==> src/cdq_pkg.sv <==
// Shared constants and index wrap helpers for the circular double-ended queue unit.
// Depends on nothing; imported by the top level.
package cdq_pkg;

  localparam int DEPTH   = 16;
  localparam int ITEM_W  = 32;
  localparam int IDX_W   = (DEPTH > 1) ? $clog2(DEPTH) : 1;
  localparam int CNT_W   = $clog2(DEPTH + 1);
  localparam int MODE_W  = 3;
  localparam int STAT_W  = 2;

  localparam logic [MODE_W-1:0] MODE_PUSH_REAR  = 3'd0;
  localparam logic [MODE_W-1:0] MODE_PUSH_FRONT = 3'd1;
  localparam logic [MODE_W-1:0] MODE_POP_FRONT  = 3'd2;
  localparam logic [MODE_W-1:0] MODE_POP_REAR   = 3'd3;
  localparam logic [MODE_W-1:0] MODE_REPORT     = 3'd4;

  localparam logic [STAT_W-1:0] STAT_SUCCESS   = 2'd0;
  localparam logic [STAT_W-1:0] STAT_OVERFLOW  = 2'd1;
  localparam logic [STAT_W-1:0] STAT_UNDERFLOW = 2'd2;

  function automatic logic [IDX_W-1:0] idx_next(input logic [IDX_W-1:0] i);
    idx_next = (i == IDX_W'(DEPTH - 1)) ? '0 : i + 1'b1;
  endfunction

  function automatic logic [IDX_W-1:0] idx_prev(input logic [IDX_W-1:0] i);
    idx_prev = (i == '0) ? IDX_W'(DEPTH - 1) : i - 1'b1;
  endfunction

endpackage

==> src/cdq_ram.sv <==
// Generic simple dual-port RAM: one write port, one registered read port.
// Depends on nothing.
module cdq_ram #(
  parameter int WIDTH = 32,
  parameter int DEPTH = 16
) (
  input  logic                                  clk,
  input  logic                                  wr_en,
  input  logic [((DEPTH > 1) ? $clog2(DEPTH) : 1)-1:0] wr_addr,
  input  logic [WIDTH-1:0]                      wr_data,
  input  logic                                  rd_en,
  input  logic [((DEPTH > 1) ? $clog2(DEPTH) : 1)-1:0] rd_addr,
  output logic [WIDTH-1:0]                      rd_data
);

  logic [WIDTH-1:0] mem [DEPTH];

  always_ff @(posedge clk) begin
    if (wr_en) begin
      mem[wr_addr] <= wr_data;
    end
    if (rd_en) begin
      rd_data <= mem[rd_addr];
    end
  end

endmodule

==> src/circular_double_ended_queue_unit.sv <==
// Circular double-ended queue: top level with index control and two RAM copies.
// Depends on cdq_pkg and cdq_ram.
// An accepted beat goes through READ and CAPT before its result is registered.
// A new input beat is held off by in_stall until the write, read and capture
// steps through the registered read port of the slot memories are done.
// Reset: head 0, tail DEPTH-1, count 0, no result pending; slot contents are
// left as they are and are only used after a push has written them.
module circular_double_ended_queue_unit
  import cdq_pkg::*;
(
  input  logic              clk,
  input  logic              rst_n,
  input  logic              in_valid,
  output logic              in_stall,
  input  logic [MODE_W-1:0] in_mode,
  input  logic [ITEM_W-1:0] in_push_item,
  output logic              out_valid,
  input  logic              out_stall,
  output logic [STAT_W-1:0] out_status,
  output logic [CNT_W-1:0]  out_occupancy,
  output logic              out_ends_valid,
  output logic [ITEM_W-1:0] out_front_item,
  output logic [ITEM_W-1:0] out_rear_item
);

  // Sequencer: IDLE takes a beat and updates indices (writing a pushed item),
  // READ fetches the new front and rear slots, CAPT loads the output register.
  localparam logic [1:0] ST_IDLE = 2'd0;
  localparam logic [1:0] ST_READ = 2'd1;
  localparam logic [1:0] ST_CAPT = 2'd2;

  logic [1:0]        state_r, state_nxt;
  logic [IDX_W-1:0]  head_r, head_nxt;
  logic [IDX_W-1:0]  tail_r, tail_nxt;
  logic [CNT_W-1:0]  count_r, count_nxt;
  logic [STAT_W-1:0] stat_r, stat_nxt;

  logic              out_valid_r, out_valid_nxt;
  logic [STAT_W-1:0] out_status_r;
  logic [CNT_W-1:0]  out_count_r;
  logic              out_ends_r;
  logic [ITEM_W-1:0] out_front_r;
  logic [ITEM_W-1:0] out_rear_r;

  logic              accept;
  logic              full;
  logic              empty;
  logic              wr_en;
  logic [IDX_W-1:0]  wr_addr;
  logic              rd_en;
  logic              capture;
  logic [ITEM_W-1:0] front_data;
  logic [ITEM_W-1:0] rear_data;

  assign accept   = in_valid && (state_r == ST_IDLE);
  assign in_stall = (state_r != ST_IDLE);
  assign full     = (count_r == CNT_W'(DEPTH));
  assign empty    = (count_r == '0);
  assign rd_en    = (state_r == ST_READ);

  // The output register may still hold the previous beat; capture waits
  // until it drains, and the RAM read registers hold their data meanwhile.
  assign capture  = (state_r == ST_CAPT) && (!out_valid_r || !out_stall);

  // Operation decode. Full pushes and empty pops leave the indices and count alone and only set an error status.
  always_comb begin
    head_nxt  = head_r;
    tail_nxt  = tail_r;
    count_nxt = count_r;
    stat_nxt  = stat_r;
    wr_en     = 1'b0;
    wr_addr   = idx_next(tail_r);
    if (accept) begin
      stat_nxt = STAT_SUCCESS;
      case (in_mode)
        MODE_PUSH_REAR: begin
          if (full) begin
            stat_nxt = STAT_OVERFLOW;
          end else begin
            tail_nxt  = idx_next(tail_r);
            count_nxt = count_r + 1'b1;
            wr_en     = 1'b1;
            wr_addr   = idx_next(tail_r);
          end
        end
        MODE_PUSH_FRONT: begin
          if (full) begin
            stat_nxt = STAT_OVERFLOW;
          end else begin
            head_nxt  = idx_prev(head_r);
            count_nxt = count_r + 1'b1;
            wr_en     = 1'b1;
            wr_addr   = idx_prev(head_r);
          end
        end
        MODE_POP_FRONT: begin
          if (empty) begin
            stat_nxt = STAT_UNDERFLOW;
          end else begin
            head_nxt  = idx_next(head_r);
            count_nxt = count_r - 1'b1;
          end
        end
        MODE_POP_REAR: begin
          if (empty) begin
            stat_nxt = STAT_UNDERFLOW;
          end else begin
            tail_nxt  = idx_prev(tail_r);
            count_nxt = count_r - 1'b1;
          end
        end
        default: begin
          // Report only, and the unused codes behave the same way.
        end
      endcase
    end
  end

  always_comb begin
    state_nxt = state_r;
    unique case (state_r)
      ST_IDLE: begin
        if (accept) begin
          state_nxt = ST_READ;
        end
      end
      ST_READ: begin
        state_nxt = ST_CAPT;
      end
      ST_CAPT: begin
        if (capture) begin
          state_nxt = ST_IDLE;
        end
      end
      default: begin
        state_nxt = ST_IDLE;
      end
    endcase
  end

  always_comb begin
    out_valid_nxt = out_valid_r;
    if (out_valid_r && !out_stall) begin
      out_valid_nxt = 1'b0;
    end
    if (capture) begin
      out_valid_nxt = 1'b1;
    end
  end

  always_ff @(posedge clk) begin
    if (!rst_n) begin
      state_r     <= ST_IDLE;
      head_r      <= '0;
      tail_r      <= IDX_W'(DEPTH - 1);
      count_r     <= '0;
      stat_r      <= STAT_SUCCESS;
      out_valid_r <= 1'b0;
    end else begin
      state_r     <= state_nxt;
      head_r      <= head_nxt;
      tail_r      <= tail_nxt;
      count_r     <= count_nxt;
      stat_r      <= stat_nxt;
      out_valid_r <= out_valid_nxt;
    end
  end

  // Result payload. An empty queue reports zero for both end items.
  always_ff @(posedge clk) begin
    if (capture) begin
      out_status_r <= stat_r;
      out_count_r  <= count_r;
      out_ends_r   <= !empty;
      out_front_r  <= empty ? '0 : front_data;
      out_rear_r   <= empty ? '0 : rear_data;
    end
  end

  // Two copies of the slot store, written together, so that the front and
  // the rear slot can be read in the same cycle.
  cdq_ram #(
    .WIDTH(ITEM_W),
    .DEPTH(DEPTH)
  ) u_front_ram (
    .clk     (clk),
    .wr_en   (wr_en),
    .wr_addr (wr_addr),
    .wr_data (in_push_item),
    .rd_en   (rd_en),
    .rd_addr (head_r),
    .rd_data (front_data)
  );

  cdq_ram #(
    .WIDTH(ITEM_W),
    .DEPTH(DEPTH)
  ) u_rear_ram (
    .clk     (clk),
    .wr_en   (wr_en),
    .wr_addr (wr_addr),
    .wr_data (in_push_item),
    .rd_en   (rd_en),
    .rd_addr (tail_r),
    .rd_data (rear_data)
  );

  assign out_valid      = out_valid_r;
  assign out_status     = out_status_r;
  assign out_occupancy  = out_count_r;
  assign out_ends_valid = out_ends_r;
  assign out_front_item = out_front_r;
  assign out_rear_item  = out_rear_r;

endmodule
==> config.mk <==
export PLATFORM = sky130hd
export DESIGN_NAME = circular_double_ended_queue_unit
export DESIGN_NICKNAME = d
export VERILOG_FILES = /design/src/cdq_pkg.sv /design/src/cdq_ram.sv /design/src/circular_double_ended_queue_unit.sv
export SDC_FILE = /design/constraint.sdc
export NUM_CORES = 1
export LEC_CHECK = 0
export BUFFER_PORTS_ARGS = -buffer_cell sky130_fd_sc_hd__buf_2
export CORE_MARGIN = 5
export CORE_UTILIZATION = 35
export DETAILED_ROUTE_END_ITERATION = 7
export PLACE_DENSITY = 0.5
export SYNTH_ARGS = -nofsm -noshare
export SYNTH_HDL_FRONTEND = slang
export SYNTH_SLANG_ARGS = --single-unit
==> constraint.sdc <==
create_clock -name clk -period 5.9 [get_ports clk]
set_input_delay 1.18 -clock clk [delete_from_list [all_inputs] [get_ports clk]]
set_output_delay 1.18 -clock clk [all_outputs]
set_load 0.02 [all_outputs]
# == Word-level counts from Yosys, hierarchy flattened ==
# Memories as Yosys holds them, arrays and structs flattened. A register that Yosys moved wholly into a read port is not among the register bits.
# Index checks and enable logic that the tools add are counted.
# op_classes
addsub,6
n_eq_ne,16
muxes,29
reduce_logical,23
# op_table
cell,n
two-way mux 4 bit,11
"!= test 2 bit, second input constant",8
one-hot mux 4 bit (2 select lines),2
AND reduction 4 bit,3
two-way mux 5 bit,2
one-hot mux 5 bit (2 select lines),1
nonzero test 2 bit,5
"adder 4 x 1 -> 4 bit, second input constant",2
"equality test 4 bit, second input constant",2
zero test 4 bit,2
two-way mux 1 bit,8
"subtractor 4 x 1 -> 4 bit, second input constant",2
"equality test 3 x 2 -> 1 bit, second input constant",2
two-way mux 2 bit,3
one-hot mux 2 bit (3 select lines),1
"adder 5 x 1 -> 5 bit, second input constant",1
"equality test 5 bit, second input constant",1
zero test 5 bit,1
"subtractor 5 x 1 -> 5 bit, second input constant",1
one-hot mux 2 bit (2 select lines),1
OR reduction 2 bit,2
"equality test 3 x 1 -> 1 bit, second input constant",1
logical AND 1 bit,3
zero test 1 bit,3
6 further kinds,6
# word_totals
ff_bits,90
ram_bits,1024
inputBits,39
out_inout_bits,74
wordCells,87
mem_count,2
# mem_list
name,depth,word_bits,read_ports,rd_clocked_by_memory_dff,wr,line_no,rtl
u_front_ram.mem,16,32,1,1,1,cdq_ram.sv:16,logic [WIDTH-1:0] mem [DEPTH];
u_rear_ram.mem,16,32,1,1,1,cdq_ram.sv:16,

# == Longest topological paths before layout ==
# Gate-level depths: netlist of the first run.
# logic_depth
depth_word,6
mapped_depth,10
ltp_nobuf,8

# == By module ==
# A second synthesis of the first run with hierarchy kept.
# unflattened
cells_unflattened,1977
area_unflattened_um2,44207.4
# modules_own_cells
module,instances,cells_per_inst,area_per_inst_um2,seq_area_each_um2
cdq_ram at u_rear_ram,1,838,20174.3,16335.7
cdq_ram at u_front_ram,1,838,20155.6,16335.7
circular_double_ended_queue_unit,1,301,3877.5,2522.4

# == Least setup slack after synthesis of the first run ==
# OpenSTA, ideal clock, no wires.
# synth_timing
path_type,input -> register
from,input out_stall
to,"register out_ends_r, in the netlist out_ends_valid, enable pin"
setup_ps,526
arrival_ps,4599
t_required_ps,5374
path_slack_ps,775
path_stages,1
n_path_buf,0
path_cell_list,a21oi_1
# synth_between
elab_chain_cells,3
# synth_lines
element,line_no,rtl
start: declaration,circular_double_ended_queue_unit.sv:18,"input logic out_stall,"
zero test 1 bit,circular_double_ended_queue_unit.sv:63,assign capture = (state_r == ST_CAPT) && (!out_valid_r || !out_stall);
logical OR 1 bit,circular_double_ended_queue_unit.sv:63,
logical AND 1 bit,circular_double_ended_queue_unit.sv:63,
end signal: assignment,circular_double_ended_queue_unit.sv:174,out_ends_r <= !empty;
end: declaration,circular_double_ended_queue_unit.sv:41,logic out_ends_r;
# Every way passes these cells.
# A chain may end at the register's enable or synchronous reset.

# == Worst setup path after layout of the first run ==
# layout_timing
from,input in_mode[2]
to,"memory u_rear_ram.mem[14][25], enable pin"
# layout_between
elab_chain_cells,6
elab_cells_between_ends,9
classes_between,1 x eq/ne; 6 x mux; 2 x reduce/logical
# layout_lines
element,line_no,rtl
start: declaration,circular_double_ended_queue_unit.sv:15,"input logic [MODE_W-1:0] in_mode,"
equality test 3 x 1 -> 1 bit or zero test 3 bit (tied branches),circular_double_ended_queue_unit.sv:75,case (in_mode)
OR reduction 2 bit (no source line),n/a,
two-way mux 1 bit,n/a,
two-way mux 1 bit,circular_double_ended_queue_unit.sv:73,if (accept) begin
two-way mux 1 bit,cdq_ram.sv:19,if (wr_en) begin
two-way mux 1 bit (implied by the code),cdq_ram.sv:20,mem[wr_addr] <= wr_data;
end: declaration,cdq_ram.sv:16,
# Parallel ways exist; a longest one is shown, timed or not.

==> results.md, run 1 <==
* Cts hold-fix bufs at 0
* Grt ovf at 0
* Max Root-Sink Buffers at 3
* Status: complete, no violations
* Post-CTS sizing at 0
* Fin worst setup slack at 1.923 ns
* Synth-to-layout area growth at 15.63%
* Buffers on Ports at 112
* Seq cells post-synth at roughly 670
* Layout Skew at 0.03761 ns
* Final Hold Fails at 0
* Row count at 105
* CORE AREA at 0.08224 mm2
* DIE HEIGHT at 298.2 um
* Req. time, crit path at 6.21 ns
* RSZ-0062 raised after global routing: no
* CTS tree: yes
* Clk Latency, worst-skew pair at 0.63 ns
* Max capacitance violation total at 0
* Post-synth top cells: edfxtp_1, mux4_2, and2_1
* Core Util, Final at 40.86%
* Pre-CTS setup slack at 1.273 ns
* Flop pwr share at 50.0%
* VDD IR-drop max at 0.0002036 V
* Register area share after synthesis at 68.20%
* CTS buffer count at 76
* Crit share post-route at 67.41%
* DRC violations left at 0
* Period minus WS final at a little under 4 ns
* Routed WL at 75.81 mm
* Synthesized area per cell at 20.17 um2
* Initial DRC count at 1,145
* Setup TNS at 0 ns
* Power per cell area at between 300 and 400 mW/mm2
* # IOs at 113
* Slew @ Worst Pin at 1.076 ns
* Crit-path slowest cell: nor2_4
* Clk pwr share at 44.0%
* NumNets Final at 1,615
* Post-route antenna net violation count at 0
* Yosys top cell by area: edfxtp_1
* Avg Vias per Cell at 5.516
* Syn Inst Count at 1,441
* Routed WL per cell at 28.10 um
* Slew HR at roughly 28%
* Drt first pass iters at 5
* First-pass GRT wire length at 111.7 mm
* Sw Pwr at 2.363 mW
* Total Routing Usage GR at 16.87%
* Setup CP Type: input port to register
* Synth cell types at 58
* ANT cells at 0
* Critical path arrival at about 4.3 ns
* Largest net degree at the start of global routing at 93
* Clk pin slew, worst setup/hold paths at 0.06 ns
* Worst min path class: register to register
* Die ar. at around 0.089 mm2
* Synth area leaders: edfxtp_1, mux4_2, and2_1, dfxtp_1, nand2_1
* DPL Wire Length at 44.57 mm
* Yosys warns at 0
* Initial antenna violation count at 3
* F_max at 251.4 MHz
* CTS H-tree lvls at 3
* Critical path cell sequence: buf_2, or4b_4, a2111oi_4, mux2i_1, nand2_1, nor2_4, buf_4
* Worst Path Max Fanout at 16
* Post-Synthesis Cell Area at approximately 0.029 mm2
* Worst path max stage delay at 0.73 ns
* Vias at 14,880
* Comb pwr share at 6.0%
* Share of cells above drive strength 1 at 35.81%
* Root Buffer: clkbuf_16
* Area fraction of the dominant cell type after synthesis at 66.96%
* Max Transition Viols Final at 0
* Mapped Nets at 1,488
* CP Launch Type: input port
* Crit. End Element: register
* Setup violators final at 0
* Synth async-reset ratio at 0%
* CTS sink cnt at 666
* Top FF cell, synth: edfxtp_1
* Pleak at about 11 nW
* Routability cong. at 0.7496
* Die width at 298.2 um
* Number of global-route vias before repair at roughly 16,000
* Sw frac at 22.16%
* Post-CTS Setup Bufs at 0
* Initial Util at between 30% and 40%
* Post-synth EDFFs at 648
* Count leader, synth: edfxtp_1
* Pint at 8.300 mW
==> area by class of cell <==
type	instances	area (um2)
clock buffers	90	1976
multi-input cells	658	8912
flip-flops and latches	666	19850
fillers	7255	48640
inverters	17	63.81
repair buffers	149	963.4
well taps	1070	1339
clock inverters	48	503.0
==> cell usage in the layout, fill, tap and decap left out, drive strengths merged, types with 2 or more instances in the layout <==
cell	netlist	layout
a211oi	35	35
xnor2	7	7
nor2	29	29
nand2	84	84
a2111oi	2	2
edfxtp	648	648
o21a	3	3
mux2	4	4
o211ai	2	2
dfxtp	18	18
nand2b	2	2
a31oi	35	35
or4b	2	2
o21ai	4	4
nand3	6	6
a41oi	2	2
inv	16	19
clkbuf	60	90
nor2b	3	3
o31ai	3	3
ha	7	7
and2	97	97
mux2i	7	7
clkinvlp	0	4
buf	40	149
mux4	287	287
a21oi	15	15
clkinv	1	34
bufinv	0	8
o21bai	2	2
or3	2	2
==> critical path, delay by kind of cell <==
kind	cells	cell delay, ns
buf+inv	2	0.48
mux	1	0.33
compound gates	1	0.71
simple gates	3	1.57
==> flip-flops by register name (all words and copies together) (netlist names) <==
name                 flops
stat_r                   2
out_status               2
head_r                   4
out_rear_item           32
u_front_ram.rd_data     32
u_front_ram.mem         32
out_occupancy            5
out_valid                1
state_r                  2
out_ends_valid           1
u_rear_ram.rd_data      32
u_rear_ram.mem         480
out_front_item          32
count_r                  5
tail_r                   4
==> power by group through the flow <==
| stage | logic, mW | clock network (mW) | registers, mW |
|---|---|---|---|
| 6_report | 0.645 | 4.69 | 5.33 |
| 5_1_grt | 0.704 | 5.02 | 5.34 |
| 4_1_cts | 0.666 | 4.83 | 5.33 |
| 3_5_place_dp | 0.664 | 0 | 5.43 |
| 3_3_place_gp | 0.662 | 0 | 5.43 |
| 2_1_floorplan | 0.424 | 0 | 5.41 |
==> per-layer routing <==
layer / routed length [um] / global-route usage [%] / vias to the layer above
met5: 0 / 0 / -
met4: 1309 / 4.120 / 0
met3: 3464 / 2.767 / 75
met2: 37950 / 28.46 / 389
met1: 33080 / 23.09 / 8095
li1: - / - / 6324
==> worst paths after layout <==
kind                            cells after the start  slack, ns                endpoint  startpoint
worst min register to register                      0       0.43           out_status[1]   stat_r[1]
worst max-delay path                                7       1.92  u_rear_ram.mem[14][25]  in_mode[2]
worst min-delay path                                0       0.43           out_status[1]   stat_r[1]
worst max register to register                      7       1.96   u_rear_ram.mem[3][17]   head_r[0]
==> cell families (layout without fill, tap and decap cells) <==
logic type,after synthesis,count (layout),synth area share (%)
DFF,666,666,68.20
and+or+nand+nor,234,234,4.194
adders and majority gates,8,8,0.3703
xor gates and xnor gates,8,8,0.2411
muxes,298,298,22.68
AOI/OAI and AO/OA,110,110,2.717
buffers and inverters,117,304,1.602
==> per-stage QoR <==
| stage | power (mW) | instance area, um2 | instances | hold WS, ns |
|---|---|---|---|---|
| after floorplan | 5.833 | 29060 | 1441 | 0.4064 |
| after CTS | 10.83 | 33600 | 2698 | 0.4305 |
| after detailed placement | 6.095 | 31120 | 2560 | 0.4214 |
| after global placement | 6.091 | 31120 | 2560 | 0.4226 |
| after global routing | 11.06 | 33600 | 2698 | 0.4391 |
| final | 10.66 | 33600 | 2698 | 0.4313 |
No activity file was read; power rests on OpenSTA's default activity.
==> run 2: changes to the inputs <==
PLACE_DENSITY = 0.52   (was 0.5)
clock period = 3.56 ns   (was 5.9 ns; I/O delays follow)
==> results.md, run 2 (same netlist as run 1, synthesis figures left out) <==
* Largest net degree at the start of global routing at between 80 and 90
* Routed WL at around 77 mm
* Worst Path Max Fanout at 14
* Synth-to-layout area growth at 17.01%
* Placed Area at approximately 0.031 mm2
* Clk Latency, worst-skew pair at just over 0.6 ns
* NumNets Final at around 1,600
* Crit-path slowest cell: or4b_4
* # IOs at approximately 110
* Vias at 15,140
* CORE AREA at 0.08224 mm2
* Crit path max-delay family: simple AND/OR/NAND/NOR gates
* CP Launch Type: register
* Number of flip-flops in the largest register at 480
* Commonest non-fill, non-tap cells in the layout: edfxtp_1, mux4_2, buf_2
* Total Power at between 15 and 20 mW
* Cts hold-fix bufs at 0
* Avg Vias per Cell at between 5 and 6
* Final hold slack at between 0.3 and 0.4 ns
* DPL Wire Length at roughly 46 mm
* Initial DRC count at roughly 1,200
* Critical path depth at 8
* Die width at 298.2 um
* Grt ovf at 0
* CP bufs+invs at 3
* Crit share post-route at 82.23%
* Hold path cells at 2
* Routed WL per cell at 28.19 um
* Crit. End Element: register
* Setup violators final at 0
* Worst path max stage delay at ~0.62 ns
* Post-CTS Setup Bufs at 0
* Die ar. at ~0.09 mm2
* Period minus WS final at 2.927 ns
* Critical path cell sequence: or4b_4, a2111oi_4, buf_4, mux2i_1, nand3_1, buf_4, nor2_4, buf_4
* DRC violations left at 0
* Layout Skew at 0.02692 ns
* Buffers on Ports at 112
* Pleak at about 11 nW
* Share of cells above drive strength 1 at between 30 and 40%
* Worst min path class: input port to register
* Initial antenna violation count at 3
* Critical path arrival at about 3.2 ns
* Setup CP Type: register to register
* F_max at 341.6 MHz
* Number of global-route vias before repair at 16,110
* Post-route antenna net violation count at 0
* Root Buffer: clkbuf_16
* DIE HEIGHT at 298.2 um
* RSZ-0062 raised after global routing: no
* Commonest non-fill, non-tap cell in the layout: edfxtp_1
* Max Root-Sink Buffers at 3
* CTS sink cnt at about 670
* Power per cell area at approximately 530 mW/mm2
* Total Routing Usage GR at 17.18%
* Drt first pass iters at 5
* CTS H-tree lvls at 3
* Status: complete, no violations
* First-pass GRT wire length at 113.5 mm
* Finished Cell Area at about 0.034 mm2
* Max capacitance violation total at 0
* Final Hold Fails at 0
* Req. time, crit path at between 3 and 4 ns
* Slew @ Worst Pin at 1.171 ns
* Slew HR at 21.95%
* CTS tree: yes
* Setup TNS at 0 ns
* Max Transition Viols Final at 0
* Row count at about 110
* VDD IR-drop max at 0.0002952 V
* Top reg by flops: u_rear_ram.mem
* Initial Util at 35.34%
* Post-CTS sizing at 0
* CTS buffer count at 75
* Critical path's most frequent cell: buf_4
* Clk pin slew, worst setup/hold paths at 0.06 ns
* R2R cell count at 8
* Routability cong. at around 0.78
==> run 2: cell types whose count changed in the layout (fill, tap and decap cells not counted), sizes merged <==
cell      change
clkinvlp      -1
buf          +23
diode         +1
inv           -1
clkinv        -1
bufinv        +2
==> run 2: layer usage <==
| layer | wire length, um | global-route usage, % |
|---|---|---|
| met1 | 33110 | 23.78 |
| met2 | 37560 | 28.12 |
| met3 | 4247 | 3.349 |
| met4 | 1778 | 4.477 |
| met5 | 13 | 0 |
==> run 2: layout make-up <==
type | instances | area, um2
Fill cell | 7247 | 48240
Tap cell | 1070 | 1339
Timing Repair Buffer | 172 | 1311
Antenna cell | 1 | 2.502
Multi-Input combinational cell | 658 | 8912
Inverter | 17 | 63.81
Sequential cell | 666 | 19840
Clock inverter | 47 | 546.8
Clock buffer | 90 | 1983
==> run 2: through the flow <==
stage                     setup WS (ns)  utilization [%]  cells
after global placement           0.2193            38.27   2583
after CTS                        0.6247            41.34   2720
after floorplan                 -0.6288                -   1441
after detailed placement         0.1654            38.27   2583
after global routing             0.4653            41.34   2720
final                            0.6326            41.34   2721
==> run 2: worst paths after layout <==
kind / startpoint / to / slack (ns)
min reg2reg: stat_r[1] / out_status[1] / 0.44
max reg2reg: state_r[1] / u_rear_ram.mem[1][20] / 0.63
min: rst_n / tail_r[3] / 0.34
max: state_r[1] / u_rear_ram.mem[1][20] / 0.63
==> run 2: worst register-to-register path: stages (launching register included) <==
cell and delay (ns):
dfxtp_1 0.33, or4b_4 0.62, a2111oi_4 0.34, buf_4 0.25, mux2i_1 0.26, nand3_1 0.11, buf_4 0.21, nor2_4 0.15
buf_4 0.33
==> run 2: report_power, final <==
group	internal, mW	total (mW)	switching, mW
Combinational	0.457	1.14	0.685
Sequential	8.74	8.79	0.0547
Clock	4.73	7.93	3.20
==> run 3: changes to the inputs <==
PLACE_DENSITY = 0.5   (was 0.52)
clock period = 3 ns   (was 3.56 ns; I/O delays follow)
==> results.md, run 3 (same netlist as run 1, synthesis figures left out) <==
* Status: complete, no violations
* Commonest non-fill, non-tap cell in the layout: edfxtp_1
* NumNets Final at approximately 1,700
* Critical path arrival at 3.02 ns
* Row count at 105
* Routed WL at 77.57 mm
* Number of global-route vias before repair at 16,250
* Layout Skew at 0.03323 ns
* Commonest non-fill, non-tap cells in the layout: edfxtp_1, mux4_2, buf_2
* Finished Cell Area at around 0.034 mm2
* Vias at 15,060
* Max Root-Sink Buffers at 3
* CTS sink cnt at 666
* Period minus WS final at 2.713 ns
* Slew @ Worst Pin at 0.9442 ns
* RSZ-0062 raised after global routing: no
* F_max at 368.5 MHz
* Placed Area at ~0.032 mm2
* Number of flip-flops in the largest register at 480
* Share of cells above drive strength 1 at ~38%
* Avg Vias per Cell at 5.506
* Crit Reg-Reg Startpoint: state_r[1]
* Pleak at 10.94 nW
* Crit. End Element: register
* Cts hold-fix bufs at 0
* Post-CTS sizing at 0
* Total Routing Usage GR at 17.27%
* DRC violations left at 0
* Core Util, Final at 41.63%
* Setup CP Type: register to register
* Total Power at 21.02 mW
* Routed WL per cell at around 28 um
* Hold_sp: rst_n
* CTS buffer count at 74
* Final hold slack at 0.2462 ns
* Clk pin slew, worst setup/hold paths at 0.06 ns
* Setup violators final at 0
* Reg2reg setup slack at 0.29 ns
* Grt ovf at 0
* Die ar. at 0.08889 mm2
* First-pass GRT wire length at 113.8 mm
* Crit share post-route at 90.45%
* Final Hold Fails at 0
* Max Transition Viols Final at 0
* Largest net degree at the start of global routing at just over 90
* Initial DRC count at 1,119
* Top reg by flops: u_rear_ram.mem
* DIE HEIGHT at 298.2 um
* Worst Setup SP: state_r[1]
* Clk Latency, worst-skew pair at 0.63 ns
* CP Launch Type: register
* Drt first pass iters at 5
* Routability cong. at ~0.76
* VDD IR-drop max at 0.0003376 V
* Synth-to-layout area growth at 17.80%
* Worst min path class: input port to register
* Req. time, crit path at 3.31 ns
* Post-route antenna net violation count at 0
* Post-CTS Setup Bufs at 0
* Buffers on Ports at 112
* Die width at 298.2 um
* Slew HR at 37.05%
* CORE AREA at 0.08224 mm2
* CTS tree: yes
* Worst Path Max Fanout at 19
* DPL Wire Length at ~47 mm
* Root Buffer: clkbuf_16
* CTS H-tree lvls at 3
* Initial antenna violation count at 4
* Initial Util at ~35%
* Max capacitance violation total at 0
* Power per cell area at 614.0 mW/mm2
* # IOs at 113
-- run 3: worst paths after layout --
check | end | depth (start not counted)
worst max-delay path | u_rear_ram.mem[4][27] | 7
worst min-delay path | tail_r[3] | 2
worst min register to register | out_status[1] | 0
worst max register to register | u_rear_ram.mem[4][27] | 7
-- run 3: worst max-delay path: stages, from the launching register on --
cell	delay, ns
dfxtp_1	0.34
or4b_4	0.58
a2111oi_4	0.26
buf_12	0.18
mux2i_1	0.29
nand3_2	0.27
nor2_4	0.25
buf_12	0.22
-- run 3: stage by stage --
step                      worst slack, ns  TNS, ns  instances
after floorplan                   -0.2203   -95.57       1441
after global placement           -0.06979   -4.967       2597
after detailed placement         -0.05775   -3.352       2597
after CTS                          0.2782        0       2732
after global routing               0.1874        0       2733
final                              0.2866        0       2735
-- run 3: area by class of cell --
type | instances | area (um2)
Antenna cell | 3 | 7.507
Clock buffer | 89 | 1951
Clock inverter | 46 | 513.0
Fill cell | 7253 | 48010
Inverter | 17 | 63.81
Multi-Input combinational cell | 658 | 8925
Sequential cell | 666 | 19840
Tap cell | 1070 | 1339
Timing Repair Buffer | 186 | 1592
-- run 3: metal layers --
layer	GRT usage [%]	share of wire, %	up-vias	wire (um)
li1	-	-	6389	-
met1	22.89	43	8156	33130
met2	29.51	51	388	39360
met3	2.956	4.3	126	3304
met4	5.002	2.3	0	1777
met5	0	0	-	0
-- run 3: power by group --
group	internal [mW]	switching, mW
registers	10.4	0.0644
clock network	5.39	3.82
logic	0.567	0.811
total	16.3	4.69
